[config.mk]
export PLATFORM = sky130hd
export DESIGN_NAME = multichannel_signal_loss_watchdog
export DESIGN_NICKNAME = d
export VERILOG_FILES = /design/src/hdl/swd_pkg.sv /design/src/hdl/swd_front.sv /design/src/hdl/swd_queue.sv /design/src/hdl/swd_back.sv /design/src/hdl/multichannel_signal_loss_watchdog.sv
export VERILOG_INCLUDE_DIRS = /design/src /design/src/hdl
export SDC_FILE = /design/constraint.sdc
export NUM_CORES = 1
export LEC_CHECK = 0
export BUFFER_PORTS_ARGS = -buffer_cell sky130_fd_sc_hd__buf_2
export CORE_MARGIN = 3
export CORE_UTILIZATION = 45
export DETAILED_ROUTE_END_ITERATION = 10
export PLACE_DENSITY = 0.65
export SLEW_MARGIN = 0
export SYNTH_ARGS = -nofsm -noshare
export SYNTH_HDL_FRONTEND = slang
export SYNTH_HIERARCHICAL = 1
export SYNTH_SLANG_ARGS = --single-unit
[constraint.sdc]
create_clock -name aclk -period 8.2 [get_ports aclk]
set_clock_uncertainty 0.1 [all_clocks]
set_input_delay 2.05 -clock aclk [delete_from_list [all_inputs] [get_ports aclk]]
set_output_delay 2.05 -clock aclk [all_outputs]
set_load 0.03 [all_outputs]
[src/hdl/multichannel_signal_loss_watchdog_assert.svh]
// Assertion macros for the signal loss watchdog.
// Simulation builds get the checks; synthesis builds see empty bodies.
`ifndef MULTICHANNEL_SIGNAL_LOSS_WATCHDOG_ASSERT_SVH
`define MULTICHANNEL_SIGNAL_LOSS_WATCHDOG_ASSERT_SVH

`ifndef SYNTHESIS

// Clocked check, masked while reset is asserted.
`define SWD_ASSERT(lbl, clk, rstn, prop, msg) \
    lbl: assert property (@(posedge clk) disable iff (!(rstn)) (prop)) else $error(msg);

// Clocked check that also holds through reset.
`define SWD_ASSERT_ALWAYS(lbl, clk, prop, msg) \
    lbl: assert property (@(posedge clk) (prop)) else $error(msg);

`else

`define SWD_ASSERT(lbl, clk, rstn, prop, msg)
`define SWD_ASSERT_ALWAYS(lbl, clk, prop, msg)

`endif

`endif

[src/hdl/swd_pkg.sv]
package swd_pkg;

    localparam int CHANNELS = 8;
    localparam int CH_W     = (CHANNELS > 1) ? $clog2(CHANNELS) : 1;
    localparam int MASK_W   = (CHANNELS < 8) ? CHANNELS : 8;

    localparam int SAMPLE_W = 10;
    localparam int LOSS_W   = 9;
    localparam int CNT_W    = 8;
    localparam int REBOOT_W = 4;
    localparam int OUT_CH_W = 3;

    localparam logic [LOSS_W-1:0]   LOSS_MAX   = '1;
    localparam logic [REBOOT_W-1:0] REBOOT_MAX = '1;

    // Register indexes on the configuration port
    localparam logic [2:0] CFG_LEVEL_THRESHOLD = 3'd0;
    localparam logic [2:0] CFG_LOSS_LIMIT      = 3'd1;
    localparam logic [2:0] CFG_PULSE_LENGTH    = 3'd2;
    localparam logic [2:0] CFG_REBOOT_WAIT     = 3'd3;
    localparam logic [2:0] CFG_GIVEUP_COUNT    = 3'd4;

    // Reset values
    localparam logic [SAMPLE_W-1:0] RST_LEVEL_THRESHOLD = 10'd20;
    localparam logic [CNT_W-1:0]    RST_LOSS_LIMIT      = 8'd40;
    localparam logic [CNT_W-1:0]    RST_PULSE_LENGTH    = 8'd5;
    localparam logic [CNT_W-1:0]    RST_REBOOT_WAIT     = 8'd40;
    localparam logic [REBOOT_W-1:0] RST_GIVEUP_COUNT    = 4'd3;

    typedef logic [CH_W-1:0] chan_t;

    typedef struct packed {
        logic [SAMPLE_W-1:0] level_threshold;
        logic [CNT_W-1:0]    loss_limit;
        logic [CNT_W-1:0]    pulse_length;
        logic [CNT_W-1:0]    reboot_wait;
        logic [REBOOT_W-1:0] giveup_count;
    } cfg_t;

    // One classified item travelling from front to back
    typedef struct packed {
        logic [SAMPLE_W-1:0] level_sample;
        logic                channel_enabled;
        chan_t               channel;
        chan_t               next_channel;
        logic                blink;
    } cmd_t;

    typedef struct packed {
        logic [OUT_CH_W-1:0] served_channel;
        logic                relay_on;
        logic                signal_present;
        logic                pulsing;
        logic                waiting_reboot;
        logic                gave_up;
        logic [7:0]          relay_mask;
        logic [OUT_CH_W-1:0] next_channel;
        logic                blink_phase;
    } result_t;

    function automatic logic [OUT_CH_W-1:0] chan_to_out(input chan_t ch);
        logic [OUT_CH_W+CH_W-1:0] wide;
        wide = {{OUT_CH_W{1'b0}}, ch};
        return wide[OUT_CH_W-1:0];
    endfunction

endpackage

[src/hdl/swd_front.sv]
// Round-robin channel sequencer: tags each accepted item with its channel.
module swd_front (
    input  logic                               aclk,
    input  logic                               aresetn,
    input  logic                               s_valid,
    output logic                               s_ready,
    input  logic [swd_pkg::SAMPLE_W-1:0]       s_level_sample,
    input  logic                               s_channel_enabled,
    input  logic                               q_full,
    output logic                               q_push,
    output swd_pkg::cmd_t                      q_cmd
);

    swd_pkg::chan_t chan_reg, chan_next;
    logic           blink_reg, blink_next;
    swd_pkg::chan_t succ;

    assign s_ready = !q_full;
    assign q_push  = s_valid && s_ready;

    always_comb begin
        if (chan_reg >= swd_pkg::chan_t'(swd_pkg::CHANNELS - 1)) begin
            succ = '0;
        end else begin
            succ = chan_reg + swd_pkg::chan_t'(1);
        end
        chan_next  = q_push ? succ : chan_reg;
        blink_next = q_push ? !blink_reg : blink_reg;

        q_cmd.level_sample    = s_level_sample;
        q_cmd.channel_enabled = s_channel_enabled;
        q_cmd.channel         = chan_reg;
        q_cmd.next_channel    = succ;
        q_cmd.blink           = !blink_reg;
    end

    always_ff @(posedge aclk) begin
        if (!aresetn) begin
            chan_reg  <= '0;
            blink_reg <= 1'b0;
        end else begin
            chan_reg  <= chan_next;
            blink_reg <= blink_next;
        end
    end

endmodule

[src/hdl/swd_queue.sv]
// Two-entry queue between sequencer and channel engine.
module swd_queue (
    input  logic          aclk,
    input  logic          aresetn,
    input  logic          push,
    input  swd_pkg::cmd_t push_data,
    output logic          full,
    input  logic          pop,
    output logic          not_empty,
    output swd_pkg::cmd_t head
);

    swd_pkg::cmd_t mem_reg [2];
    logic          wr_ptr_reg, wr_ptr_next;
    logic          rd_ptr_reg, rd_ptr_next;
    logic [1:0]    count_reg, count_next;

    assign full      = (count_reg == 2'd2);
    assign not_empty = (count_reg != 2'd0);
    assign head      = mem_reg[rd_ptr_reg];

    always_comb begin
        wr_ptr_next = push ? !wr_ptr_reg : wr_ptr_reg;
        rd_ptr_next = pop ? !rd_ptr_reg : rd_ptr_reg;
        count_next  = count_reg;
        if (push && !pop) begin
            count_next = count_reg + 2'd1;
        end else if (pop && !push) begin
            count_next = count_reg - 2'd1;
        end
    end

    always_ff @(posedge aclk) begin
        if (push) begin
            mem_reg[wr_ptr_reg] <= push_data;
        end
    end

    always_ff @(posedge aclk) begin
        if (!aresetn) begin
            wr_ptr_reg <= 1'b0;
            rd_ptr_reg <= 1'b0;
            count_reg  <= 2'd0;
        end else begin
            wr_ptr_reg <= wr_ptr_next;
            rd_ptr_reg <= rd_ptr_next;
            count_reg  <= count_next;
        end
    end

endmodule

[src/hdl/swd_back.sv]
`include "multichannel_signal_loss_watchdog_assert.svh"

// Channel engine: read-modify-write of one channel record per item,
// result held in an output register.
module swd_back (
    input  logic             aclk,
    input  logic             aresetn,
    input  swd_pkg::cfg_t    cfg,
    input  logic             q_valid,
    input  swd_pkg::cmd_t    q_cmd,
    output logic             q_pop,
    output logic             m_valid,
    input  logic             m_ready,
    output swd_pkg::result_t m_result
);

    logic                          relay_reg  [swd_pkg::CHANNELS];
    logic                          signal_reg [swd_pkg::CHANNELS];
    logic [swd_pkg::LOSS_W-1:0]    loss_reg   [swd_pkg::CHANNELS];
    logic [swd_pkg::CNT_W-1:0]     pulse_reg  [swd_pkg::CHANNELS];
    logic [swd_pkg::CNT_W-1:0]     wait_reg   [swd_pkg::CHANNELS];
    logic [swd_pkg::REBOOT_W-1:0]  reboot_reg [swd_pkg::CHANNELS];

    logic                          relay_next;
    logic                          signal_next;
    logic [swd_pkg::LOSS_W-1:0]    loss_next;
    logic [swd_pkg::CNT_W-1:0]     pulse_next;
    logic [swd_pkg::CNT_W-1:0]     wait_next;
    logic [swd_pkg::REBOOT_W-1:0]  reboot_next;

    logic             out_valid_reg, out_valid_next;
    swd_pkg::result_t result_reg, result_next;
    swd_pkg::chan_t   ch;
    logic [7:0]       mask;

    assign q_pop    = q_valid && (!out_valid_reg || m_ready);
    assign m_valid  = out_valid_reg;
    assign m_result = result_reg;
    assign ch       = q_cmd.channel;

    always_comb begin
        relay_next  = relay_reg[ch];
        signal_next = signal_reg[ch];
        loss_next   = loss_reg[ch];
        pulse_next  = pulse_reg[ch];
        wait_next   = wait_reg[ch];
        reboot_next = reboot_reg[ch];

        if (!q_cmd.channel_enabled) begin
            relay_next  = 1'b0;
            signal_next = 1'b0;
            loss_next   = '0;
            pulse_next  = '0;
            wait_next   = '0;
            reboot_next = '0;
        end else if (reboot_reg[ch] >= cfg.giveup_count) begin
            // held idle, reboot count kept
            relay_next  = 1'b0;
            signal_next = 1'b0;
            loss_next   = '0;
            pulse_next  = '0;
            wait_next   = '0;
        end else begin
            if (pulse_reg[ch] == '0 && wait_reg[ch] == '0) begin
                relay_next = 1'b0;
                if (q_cmd.level_sample < cfg.level_threshold) begin
                    signal_next = 1'b0;
                    if (loss_reg[ch] != swd_pkg::LOSS_MAX) begin
                        loss_next = loss_reg[ch] + swd_pkg::LOSS_W'(1);
                    end
                end else begin
                    signal_next = 1'b1;
                    loss_next   = '0;
                end
                if (loss_next > {1'b0, cfg.loss_limit}) begin
                    pulse_next = cfg.pulse_length;
                    wait_next  = cfg.reboot_wait;
                    loss_next  = '0;
                    if (reboot_reg[ch] != swd_pkg::REBOOT_MAX) begin
                        reboot_next = reboot_reg[ch] + swd_pkg::REBOOT_W'(1);
                    end
                end
            end
            if (pulse_next != '0) begin
                relay_next = 1'b1;
                pulse_next = pulse_next - swd_pkg::CNT_W'(1);
            end else if (wait_next != '0) begin
                relay_next = 1'b0;
                wait_next  = wait_next - swd_pkg::CNT_W'(1);
            end
        end

        mask = '0;
        for (int i = 0; i < swd_pkg::MASK_W; i++) begin
            mask[i] = (swd_pkg::chan_t'(i) == ch) ? relay_next : relay_reg[i];
        end

        result_next.served_channel = swd_pkg::chan_to_out(ch);
        result_next.relay_on       = relay_next;
        result_next.signal_present = signal_next;
        result_next.pulsing        = (pulse_next != '0);
        result_next.waiting_reboot = (wait_next != '0);
        result_next.gave_up        = (reboot_next >= cfg.giveup_count);
        result_next.relay_mask     = mask;
        result_next.next_channel   = swd_pkg::chan_to_out(q_cmd.next_channel);
        result_next.blink_phase    = q_cmd.blink;

        if (q_pop) begin
            out_valid_next = 1'b1;
        end else if (m_ready) begin
            out_valid_next = 1'b0;
        end else begin
            out_valid_next = out_valid_reg;
        end
    end

    always_ff @(posedge aclk) begin
        if (!aresetn) begin
            for (int i = 0; i < swd_pkg::CHANNELS; i++) begin
                relay_reg[i]  <= 1'b0;
                signal_reg[i] <= 1'b0;
                loss_reg[i]   <= '0;
                pulse_reg[i]  <= '0;
                wait_reg[i]   <= '0;
                reboot_reg[i] <= '0;
            end
        end else if (q_pop) begin
            relay_reg[ch]  <= relay_next;
            signal_reg[ch] <= signal_next;
            loss_reg[ch]   <= loss_next;
            pulse_reg[ch]  <= pulse_next;
            wait_reg[ch]   <= wait_next;
            reboot_reg[ch] <= reboot_next;
        end
    end

    always_ff @(posedge aclk) begin
        if (!aresetn) begin
            out_valid_reg <= 1'b0;
        end else begin
            out_valid_reg <= out_valid_next;
        end
    end

    always_ff @(posedge aclk) begin
        if (q_pop) begin
            result_reg <= result_next;
        end
    end

    `SWD_ASSERT(a_pop_fills_out, aclk, aresetn, q_pop |=> out_valid_reg, "popped item lost")
    `SWD_ASSERT(a_pulse_relay, aclk, aresetn, (out_valid_reg && result_reg.pulsing) |-> result_reg.relay_on, "pulsing with relay off")
    `SWD_ASSERT(a_disabled_idle, aclk, aresetn, (q_pop && !q_cmd.channel_enabled) |=> (!result_reg.relay_on && !result_reg.pulsing && !result_reg.waiting_reboot), "disabled channel not cleared")
    `SWD_ASSERT_ALWAYS(a_reset_empty, aclk, !aresetn |=> !out_valid_reg, "result valid after reset")

endmodule

[src/hdl/multichannel_signal_loss_watchdog.sv]
// Channel   | Direction | Handshake         | Payload
// ----------+-----------+-------------------+-------------------------------------------
// s_        | in        | s_valid/s_ready   | level_sample, channel_enabled
// m_        | out       | m_valid/m_ready   | served_channel .. blink_phase (9 fields)
// cfg_      | in        | cfg_wr_en only    | cfg_addr, cfg_wdata (5 registers)
//
// One item per cycle sustained while m_ready holds; an item's result is registered first
// in a queue entry at the accept edge and then in the output register. The rate is
// set by the read-modify-write of the served channel's record in the
// channel engine.
// aresetn is synchronous, active low; it clears all channel records, the
// round-robin pointer, the blink flag and the registers to their defaults.
// A stalled m_ready fills the 2-entry queue, after which s_ready drops.
module multichannel_signal_loss_watchdog (
    input  logic                         aclk,
    input  logic                         aresetn,

    // configuration write port
    input  logic                         cfg_wr_en,
    input  logic [2:0]                   cfg_addr,
    input  logic [swd_pkg::SAMPLE_W-1:0] cfg_wdata,

    // input items
    input  logic                         s_valid,
    output logic                         s_ready,
    input  logic [swd_pkg::SAMPLE_W-1:0] s_level_sample,
    input  logic                         s_channel_enabled,

    // result items
    output logic                         m_valid,
    input  logic                         m_ready,
    output logic [2:0]                   m_served_channel,
    output logic                         m_relay_on,
    output logic                         m_signal_present,
    output logic                         m_pulsing,
    output logic                         m_waiting_reboot,
    output logic                         m_gave_up,
    output logic [7:0]                   m_relay_mask,
    output logic [2:0]                   m_next_channel,
    output logic                         m_blink_phase
);

    swd_pkg::cfg_t    cfg_reg, cfg_next;

    // front -> queue
    logic             q_push;
    swd_pkg::cmd_t    q_push_cmd;
    logic             q_full;

    // queue -> back
    logic             q_pop;
    logic             q_valid;
    swd_pkg::cmd_t    q_head;

    swd_pkg::result_t result;

    // Register file: writes to unknown indexes are dropped.
    always_comb begin
        cfg_next = cfg_reg;
        if (cfg_wr_en) begin
            case (cfg_addr)
                swd_pkg::CFG_LEVEL_THRESHOLD: cfg_next.level_threshold = cfg_wdata;
                swd_pkg::CFG_LOSS_LIMIT:      cfg_next.loss_limit      = cfg_wdata[7:0];
                swd_pkg::CFG_PULSE_LENGTH:    cfg_next.pulse_length    = cfg_wdata[7:0];
                swd_pkg::CFG_REBOOT_WAIT:     cfg_next.reboot_wait     = cfg_wdata[7:0];
                swd_pkg::CFG_GIVEUP_COUNT:    cfg_next.giveup_count    = cfg_wdata[3:0];
                default: begin
                end
            endcase
        end
    end

    always_ff @(posedge aclk) begin
        if (!aresetn) begin
            cfg_reg.level_threshold <= swd_pkg::RST_LEVEL_THRESHOLD;
            cfg_reg.loss_limit      <= swd_pkg::RST_LOSS_LIMIT;
            cfg_reg.pulse_length    <= swd_pkg::RST_PULSE_LENGTH;
            cfg_reg.reboot_wait     <= swd_pkg::RST_REBOOT_WAIT;
            cfg_reg.giveup_count    <= swd_pkg::RST_GIVEUP_COUNT;
        end else begin
            cfg_reg <= cfg_next;
        end
    end

    // Front: tags items with channel, successor and blink phase.
    swd_front u_front (
        .aclk              (aclk),
        .aresetn           (aresetn),
        .s_valid           (s_valid),
        .s_ready           (s_ready),
        .s_level_sample    (s_level_sample),
        .s_channel_enabled (s_channel_enabled),
        .q_full            (q_full),
        .q_push            (q_push),
        .q_cmd             (q_push_cmd)
    );

    // Decoupling queue so front and back stall independently.
    swd_queue u_queue (
        .aclk      (aclk),
        .aresetn   (aresetn),
        .push      (q_push),
        .push_data (q_push_cmd),
        .full      (q_full),
        .pop       (q_pop),
        .not_empty (q_valid),
        .head      (q_head)
    );

    // Back: per-channel watchdog state and the result register.
    swd_back u_back (
        .aclk     (aclk),
        .aresetn  (aresetn),
        .cfg      (cfg_reg),
        .q_valid  (q_valid),
        .q_cmd    (q_head),
        .q_pop    (q_pop),
        .m_valid  (m_valid),
        .m_ready  (m_ready),
        .m_result (result)
    );

    assign m_served_channel = result.served_channel;
    assign m_relay_on       = result.relay_on;
    assign m_signal_present = result.signal_present;
    assign m_pulsing        = result.pulsing;
    assign m_waiting_reboot = result.waiting_reboot;
    assign m_gave_up        = result.gave_up;
    assign m_relay_mask     = result.relay_mask;
    assign m_next_channel   = result.next_channel;
    assign m_blink_phase    = result.blink_phase;

endmodule
Yosys cells after proc, flatten, opt, wreduce, memory -nomap -nowiden
Memories as Yosys holds them, arrays and structs flattened. A register that Yosys moved wholly into a read port is not among the register bits.
Index checks and enable logic that the tools add are counted.

operators by class
  muxes and demuxes = 77
  magnitude comparators = 5
  equality and inequality tests = 14
  reduce and logical (&&, ||, !) cells = 35
  $add $sub $neg = 7

operators by type and width
  operator                                          number
  two-way mux 8 bit                                 17
  two-way mux 9 bit                                 10
  two-way mux 1 bit                                 35
  nonzero test 8 bit                                4
  two-way mux 4 bit                                 6
  two-way mux 3 bit                                 7
  logical NOT 8 bit                                 2
  OR reduction 8 bit                                2
  subtractor 8 x 1 -> 8 bit, second input constant  2
  == test 3 bit, first input constant               4
  less-than comparator 10 bit                       1
  AND reduction 2 bit                               5
  adder 9 x 1 -> 9 bit, second input constant       1
  greater-than comparator 9 x 8 -> 1 bit            1
  != test 9 bit, second input constant              1
  OR reduction 9 bit                                1
  greater-or-equal comparator 4 bit                 2
  logical NOT 1 bit                                 7
  == test 2 x 3 -> 1 bit, first input constant      2
  == test 3 x 2 -> 1 bit, second input constant     2
  logical NOT 3 bit                                 2
  nonzero test 2 bit                                3
  logical AND 1 bit                                 5
  adder 4 x 1 -> 4 bit, second input constant       1
  other kinds (13)                                  15

word-level totals
  RAM bits = 284
  output and inout bits = 22
  word-level logic and storage cells = 165
  flip-flop bits (word level) = 67
  memories kept = 7

memory list
  name               depth  width  read ports  clocked after Yosys merged registers in  write ports  RTL line         source
  u_back.loss_reg    8      9      1           0                                        8            swd_back.sv:19   logic [swd_pkg::LOSS_W-1:0] loss_reg [swd_pkg::CHANNELS];
  u_back.pulse_reg   8      8      1           0                                        8            swd_back.sv:20   logic [swd_pkg::CNT_W-1:0] pulse_reg [swd_pkg::CHANNELS];
  u_back.wait_reg    8      8      1           0                                        8            swd_back.sv:21   logic [swd_pkg::CNT_W-1:0] wait_reg [swd_pkg::CHANNELS];
  u_queue.mem_reg    2      18     1           1                                        1            swd_queue.sv:13  swd_pkg::cmd_t mem_reg [2];
  u_back.reboot_reg  8      4      1           0                                        8            swd_back.sv:22   logic [swd_pkg::REBOOT_W-1:0] reboot_reg [swd_pkg::CHANNELS];
  u_back.relay_reg   8      1      9           0                                        8            swd_back.sv:17   logic relay_reg [swd_pkg::CHANNELS];
  1 more memories    n/a    n/a    n/a         n/a                                      n/a          n/a

Logic depth before layout (Yosys ltp)
Gate-level depths: netlist (run 1).
An unclocked memory read counts as a cell.

  depth in word-level cells = 18
  mapped depth = 36
  depth with buffers taken out = 29

Modules after synthesis
Netlist (run 1), hierarchy kept.

by module, submodules not included
  module                             cells an instance  times used  area an instance (um^2)
  swd_back                           1098               1           13510.5
  swd_queue                          78                 1           1521.5
  multichannel_signal_loss_watchdog  146                1           1490.2
  swd_front                          33                 1           302.8

Worst setup path before layout (run 1)
Ideal clock, no wire load.

  kind = register to register
  start = register (tool-made name)
  end = register u_back.result_reg (netlist bit u_back/m_result[13]), data pin
  data required time = 7830 ps
  arrival time = 7164 ps
  path buffers = 6
  setup time = 270 ps
  cell stages (with the launch flop) = 36
  setup slack = 666 ps
  path through = dfxtp_1 > buf_2 > buf_6 > mux2_2 > buf_2 > buf_1 > clkbuf_1 > mux4_2 > mux2i_1 > inv_1 > ha_1 > nand2_1 > or4b_1 > nand4b_1 > a21oi_1 > xnor2_1 > nor2_1 > ha_1 > nand2_1 > or2_2 > o22a_1 > a21oi_1 > a22o_1 > nor2_2 > buf_2 > a21oi_1 > ha_1 > inv_1 > a21oi_1 > nand4b_1 > nor3_1 > nand3_1 > a221oi_2 > mux2i_2 > and4_1 > nand4b_1

RTL lines
  what                  RTL line         source
  to (signal assigned)  swd_back.sv:147  result_reg <= result_next;
  to (decl)             swd_back.sv:32   swd_pkg::result_t result_reg, result_next;

==> impl_metrics.toml, run 1 <==
[critical_path]
end_kind = "flip-flop"
critPathMaxStageDelay_ns = 0.63
critical-path-slowest-cell = "or4b_1"
setup.worst_path.start_class = "flip-flop"
timing.reg2reg.setup_slack_ns = 0.68
crit_arrival_ns = 7.69
critPathRequiredTime_ns = 8.37
crit_fanout = 18
setup.worst_path.class = "flip-flop to flip-flop"

[sta]
post-route-min-period_ns = 7.52
maxSlewHeadroom_pct = 24.2
fmax_mhz = 133
slew_viol_final = 0
rsz0062_at_grt = "false"
fin_crit_sh_pct = 91.7
finalSetupViolations = 0
hold_violations = 0
setup-tns-final_ns = 0
worstMarginPinSlew_ns = 1.13

[clocking]
cts_resized = 0
htree_num_levels = 2
clk_pin_slew_ns = 0.06
worstSkewPairLatency_ns = 0.54
cts_tree = "yes"
cts_hold_buf = 0
clockBufferDepth = 3
numClockSinks = 352
clockRootBuffer = "clkbuf_16"
post-cts-setup-buffers = 0
cts_buffers = 38

[final_layout]
final_util_pct = 50.7
largest_reg_flops = 72
drive_above_1_share_pct = 18.0
diodes = 0
fin_nets = 1450
stdcell_area_sq_um = 18600
fin_cells = 1881
syn_to_final_growth_pct = 10.5

[routing]
m1WireLength_microns = 18200
dr_wl_met3_microns = 3130
drc = 0
wire_per_inst_microns = 23.3
dr.pass1.iters = 5
dr.max_layer_used = "met4"
vias_per_cell = 5.87
wl_met2_microns = 21000
routed_wl_microns = 43800
drtIter0Drc = 938
num_vias = 11038
drtAntennaViolNets = 0

[floorplanning]
fp.dieW_microns = 199
core_sq_um = 36700
boundaryPins = 51
fp.dieArea_sq_um = 39700
start_util_pct = 45.8
fp.dieH_microns = 199
rows = 70

[job]
maxCapViolations = 0

[logic_synthesis]
ys_async_sr_fraction_pct = 0
yosys-top-cells-area = "edfxtp_1, dfxtp_1, mux4_2"
netlist_instances = 1355
netlist_area_sq_um = 16800
synth_cell_types = 87
synth-edff-count = 288
synth_seq_cells = 352
synth_top_area_share_pct = 51.4
ys_seq_area_share_pct = 59.0
synth_nets = 1417
yosysTopAreaCell = "edfxtp_1"
yosysWarnings = 6
syn_avg_cell_area_sq_um = 12.4
synth_ff_type = "edfxtp_1"

[power_and_ir_drop]
p_per_area_nw_per_um2 = 315
leakage_nw = 6.73
design_power_total_mw = 5.85
ir_worst_vdd_mv = 0.145

[global_routing]
grt_max_degree = 67
grt_pass1_wl_microns = 66600
antenna_found_initial = 0
first_global_vias = 11010
track_usage_pct = 22.2
overflow = 0

[placed_design]
numPortBuffers = 50
dp_hpwl_microns = 27600
gp_congestion = 0.944
postPlaceCellArea_sq_um = 17400
dp.cells = 1816

[outcome]
outcome = "finished, final reports clean"

[hold_path]
hold_class = "flip-flop to flip-flop"
## final cells by class
type	instances	area, sq um
timing repair buffer	84	505
clock buffer	51	1020
sequential	352	9930
fill	3113	18100
inverter	40	150
multi-input combinational	872	6250
tap	468	586
clock inverter	14	153
## synth_stat cells, drive strengths merged, types with 4 or more instances
| library cell | number |
|---|---|
| a22oi | 8 |
| inv | 40 |
| mux4 | 47 |
| edfxtp | 288 |
| clkbuf | 52 |
| and2 | 12 |
| o211ai | 8 |
| nor2 | 266 |
| nor3 | 9 |
| nand3 | 35 |
| nand4 | 8 |
| mux2i | 80 |
| a21boi | 6 |
| xor2 | 5 |
| a21o | 6 |
| nand4b | 6 |
| o21ai | 37 |
| buf | 39 |
| ha | 33 |
| or2 | 7 |
| a31oi | 8 |
| xnor2 | 11 |
| nand2 | 99 |
| a211oi | 4 |
| mux2 | 35 |
| nor2b | 26 |
| o22a | 4 |
| a21oi | 21 |
| o31ai | 4 |
| dfxtp | 64 |
| nor4 | 5 |
| nand2b | 15 |
| or3 | 11 |
## metrics by stage
stage                     hold slack [ns]  worst slack (ns)
final                               0.362             0.677
after detailed placement            0.351             0.787
after floorplan                     0.335             0.666
after CTS                           0.364             0.745
after global placement              0.342             0.958
after global routing                0.390            0.0219
## metal layers
metal  global-route usage [%]  up-vias
met4                     7.70        0
met1                     30.2     5507
li1                         -     4992
met5                        0        -
met2                     36.3      439
met3                     3.76      100
## layout by cell type (no fill, tap or decap), types with 38 or more instances in the layout
cell	n
buf_2	50
clkbuf_16	38
dfxtp_1	64
edfxtp_1	288
inv_1	39
mux2i_1	78
mux4_2	47
nand2_1	95
nor2_1	265
## kinds of logic after synthesis
group                    count (synthesis)  synth area share, %
adder cells (fa/ha/maj)                 33                 2.45
AND/OR/NAND/NOR                        524                 14.6
multiplexers                           162                 13.4
XOR/XNOR                                16                0.833
flip-flops                             352                 59.0
AO/OA/AOI/OAI                          137                 5.73
buffers and inverters                  131                 3.91
## worst paths after layout
kind | from | endpoint | cells after the start
max | flip-flop | u_back/m_result[13] | 27
min | cfg_reg[21] | cfg_reg[21] | 2
max reg2reg | flip-flop | u_back/m_result[13] | 27
min reg2reg | cfg_reg[21] | cfg_reg[21] | 2
## critical path: cells and delay by family (launching register included)
family,cells,cell delay [ns]
AO/OA/AOI/OAI,8,1.67
XOR/XNOR,1,0.13
multiplexers,3,1.33
flip-flops,1,0.43
buffers and inverters,2,0.48
AND/OR/NAND/NOR,11,2.53
adder cells (fa/ha/maj),2,0.57
## where the power goes
part	internal, mW	switching, mW
combinational	0.691	1.29
sequential	2.16	0.0662
clock	0.966	0.673
Note: power is estimated with default switching activity, not from simulation.
==> run 2, diff against run 1 <==
--- a/config.mk
+++ b/config.mk
@@ -7,7 +7,7 @@
 export NUM_CORES = 1
 export LEC_CHECK = 0
 export BUFFER_PORTS_ARGS = -buffer_cell sky130_fd_sc_hd__buf_2
-export CORE_MARGIN = 3
+export CORE_MARGIN = 8
 export CORE_UTILIZATION = 45
 export DETAILED_ROUTE_END_ITERATION = 10
 export PLACE_DENSITY = 0.65
==> run 2 against run 1 <==
Effect of this change:
- cell count grew 0.74%
- die area grew 10%
- combinational power is essentially flat
- critical endpoint unchanged
- largest cell class unchanged
- largest power group unchanged
==> impl_metrics.toml, run 2 (synthesis gave the netlist of run 1 again) <==
[clocking]
cts_hold_buf = 0
numClockSinks = 352
clockRootBuffer = "clkbuf_16"
cts_buffers = 38
clk_pin_slew_ns = 0.07
htree_num_levels = 2
post-cts-setup-buffers = 0
cts_resized = 0
worstSkewPairLatency_ns = 0.54
clockBufferDepth = 3
cts_tree = "yes"

[placed_design]
dp.cells = 1825
numPortBuffers = 50
dp_hpwl_microns = 26900
gp_congestion = 0.914
postPlaceCellArea_sq_um = 17500

[global_routing]
grt_max_degree = 93
grt_pass1_wl_microns = 66500
overflow = 0
first_global_vias = 10773
antenna_found_initial = 0
track_usage_pct = 19.8

[floorplanning]
core_sq_um = 37200
fp.dieH_microns = 209
boundaryPins = 51
fp.dieArea_sq_um = 43800
start_util_pct = 45.2
rows = 71
fp.dieW_microns = 209

[routing]
num_vias = 10985
vias_per_cell = 5.80
routed_wl_microns = 43500
drtAntennaViolNets = 0
drc = 0
dr.pass1.iters = 5
wire_per_inst_microns = 23.0
drtIter0Drc = 916

[critical_path]
critical-path-slowest-cell = "mux4_2"
critPathRequiredTime_ns = 8.38
setup.worst_path.class = "flip-flop to flip-flop"
crit_fanout = 24
end_kind = "flip-flop"
setup.worst_path.start_class = "flip-flop"
crit_arrival_ns = 7.68
critPathMaxStageDelay_ns = 0.56

[sta]
slew_viol_final = 0
post-route-min-period_ns = 7.51
worstMarginPinSlew_ns = 1.22
hold_violations = 0
fmax_mhz = 133
fin_crit_sh_pct = 91.5
finalSetupViolations = 0
rsz0062_at_grt = "false"
setup-tns-final_ns = 0
maxSlewHeadroom_pct = 17.4

[final_layout]
diodes = 0
fin_cells = 1895
largest_reg_flops = 72
syn_to_final_growth_pct = 10.9
fill_cells = 3154
multiInputGateArea_sq_um = 6250
final_common_cell = "edfxtp_1"
ff_latch_area_sq_um = 9930
stdcell_area_sq_um = 18700
drive_above_1_share_pct = 18.3
fin_nets = 1453
layout_common_cells = "edfxtp_1, nor2_1, nand2_1, mux2i_1, dfxtp_1"

[power_and_ir_drop]
leakage_nw = 6.77
ir_worst_vdd_mv = 0.138
p_per_area_nw_per_um2 = 315

[hold_path]
hold_class = "flip-flop to flip-flop"
hp-start = "cfg_reg[24]"

[job]
maxCapViolations = 0

[outcome]
outcome = "finished, final reports clean"
-- run 2: layout make-up --
class                   count  share of cell area (%)
clock buffers              55                    5.96
clock inverters            15                   0.536
inverters                  40                   0.805
multi-input cells         872                    33.5
flip-flops and latches    352                    53.2
well taps                 474                    3.18
repair buffers             87                    2.83
-- run 2: worst max-delay path, delay by kind of cell (launching register included) --
kind,cells,cell delay (ns)
AO/OA/AOI/OAI,7,1.60
XOR/XNOR,1,0.14
multiplexers,4,1.83
adder cells (fa/ha/maj),3,0.76
AND/OR/NAND/NOR,11,2.16
buffers and inverters,2,0.17
flip-flops,1,0.47
-- run 2: through the flow --
stage	hold WS (ns)	utilization, %	power [mW]	setup slack [ns]
after floorplan	0.335	-	3.69	0.666
after detailed placement	0.349	46.9	4.24	0.790
final	0.362	50.1	5.88	0.694
after CTS	0.360	50.1	5.90	0.739
after global placement	0.344	46.9	4.21	0.909
after global routing	0.384	50.1	6.15	0.0651
-- run 2: layer usage --
metal	global-route usage, %	wire [microns]	vias to the layer above
li1	-	-	5002
met1	25.8	18200	5521
met2	33.5	21100	376
met3	2.79	2600	86
met4	7.17	1600	0
met5	0	0	-
-- run 2: power by group --
part	leakage, nW	internal (mW)	total [mW]	switching, mW
registers	3.45	2.16	2.23	0.0665
clock network	0.600	0.977	1.67	0.692
logic	2.72	0.695	1.98	1.29
-- run 2: worst paths after layout --
check / endpoint / slack, ns / cells after the start
worst max-delay path: u_back/m_result[13] / 0.69 / 28
worst min-delay path: cfg_reg[24] / 0.36 / 2
worst max register to register: u_back/m_result[13] / 0.69 / 28
worst min register to register: cfg_reg[24] / 0.36 / 2
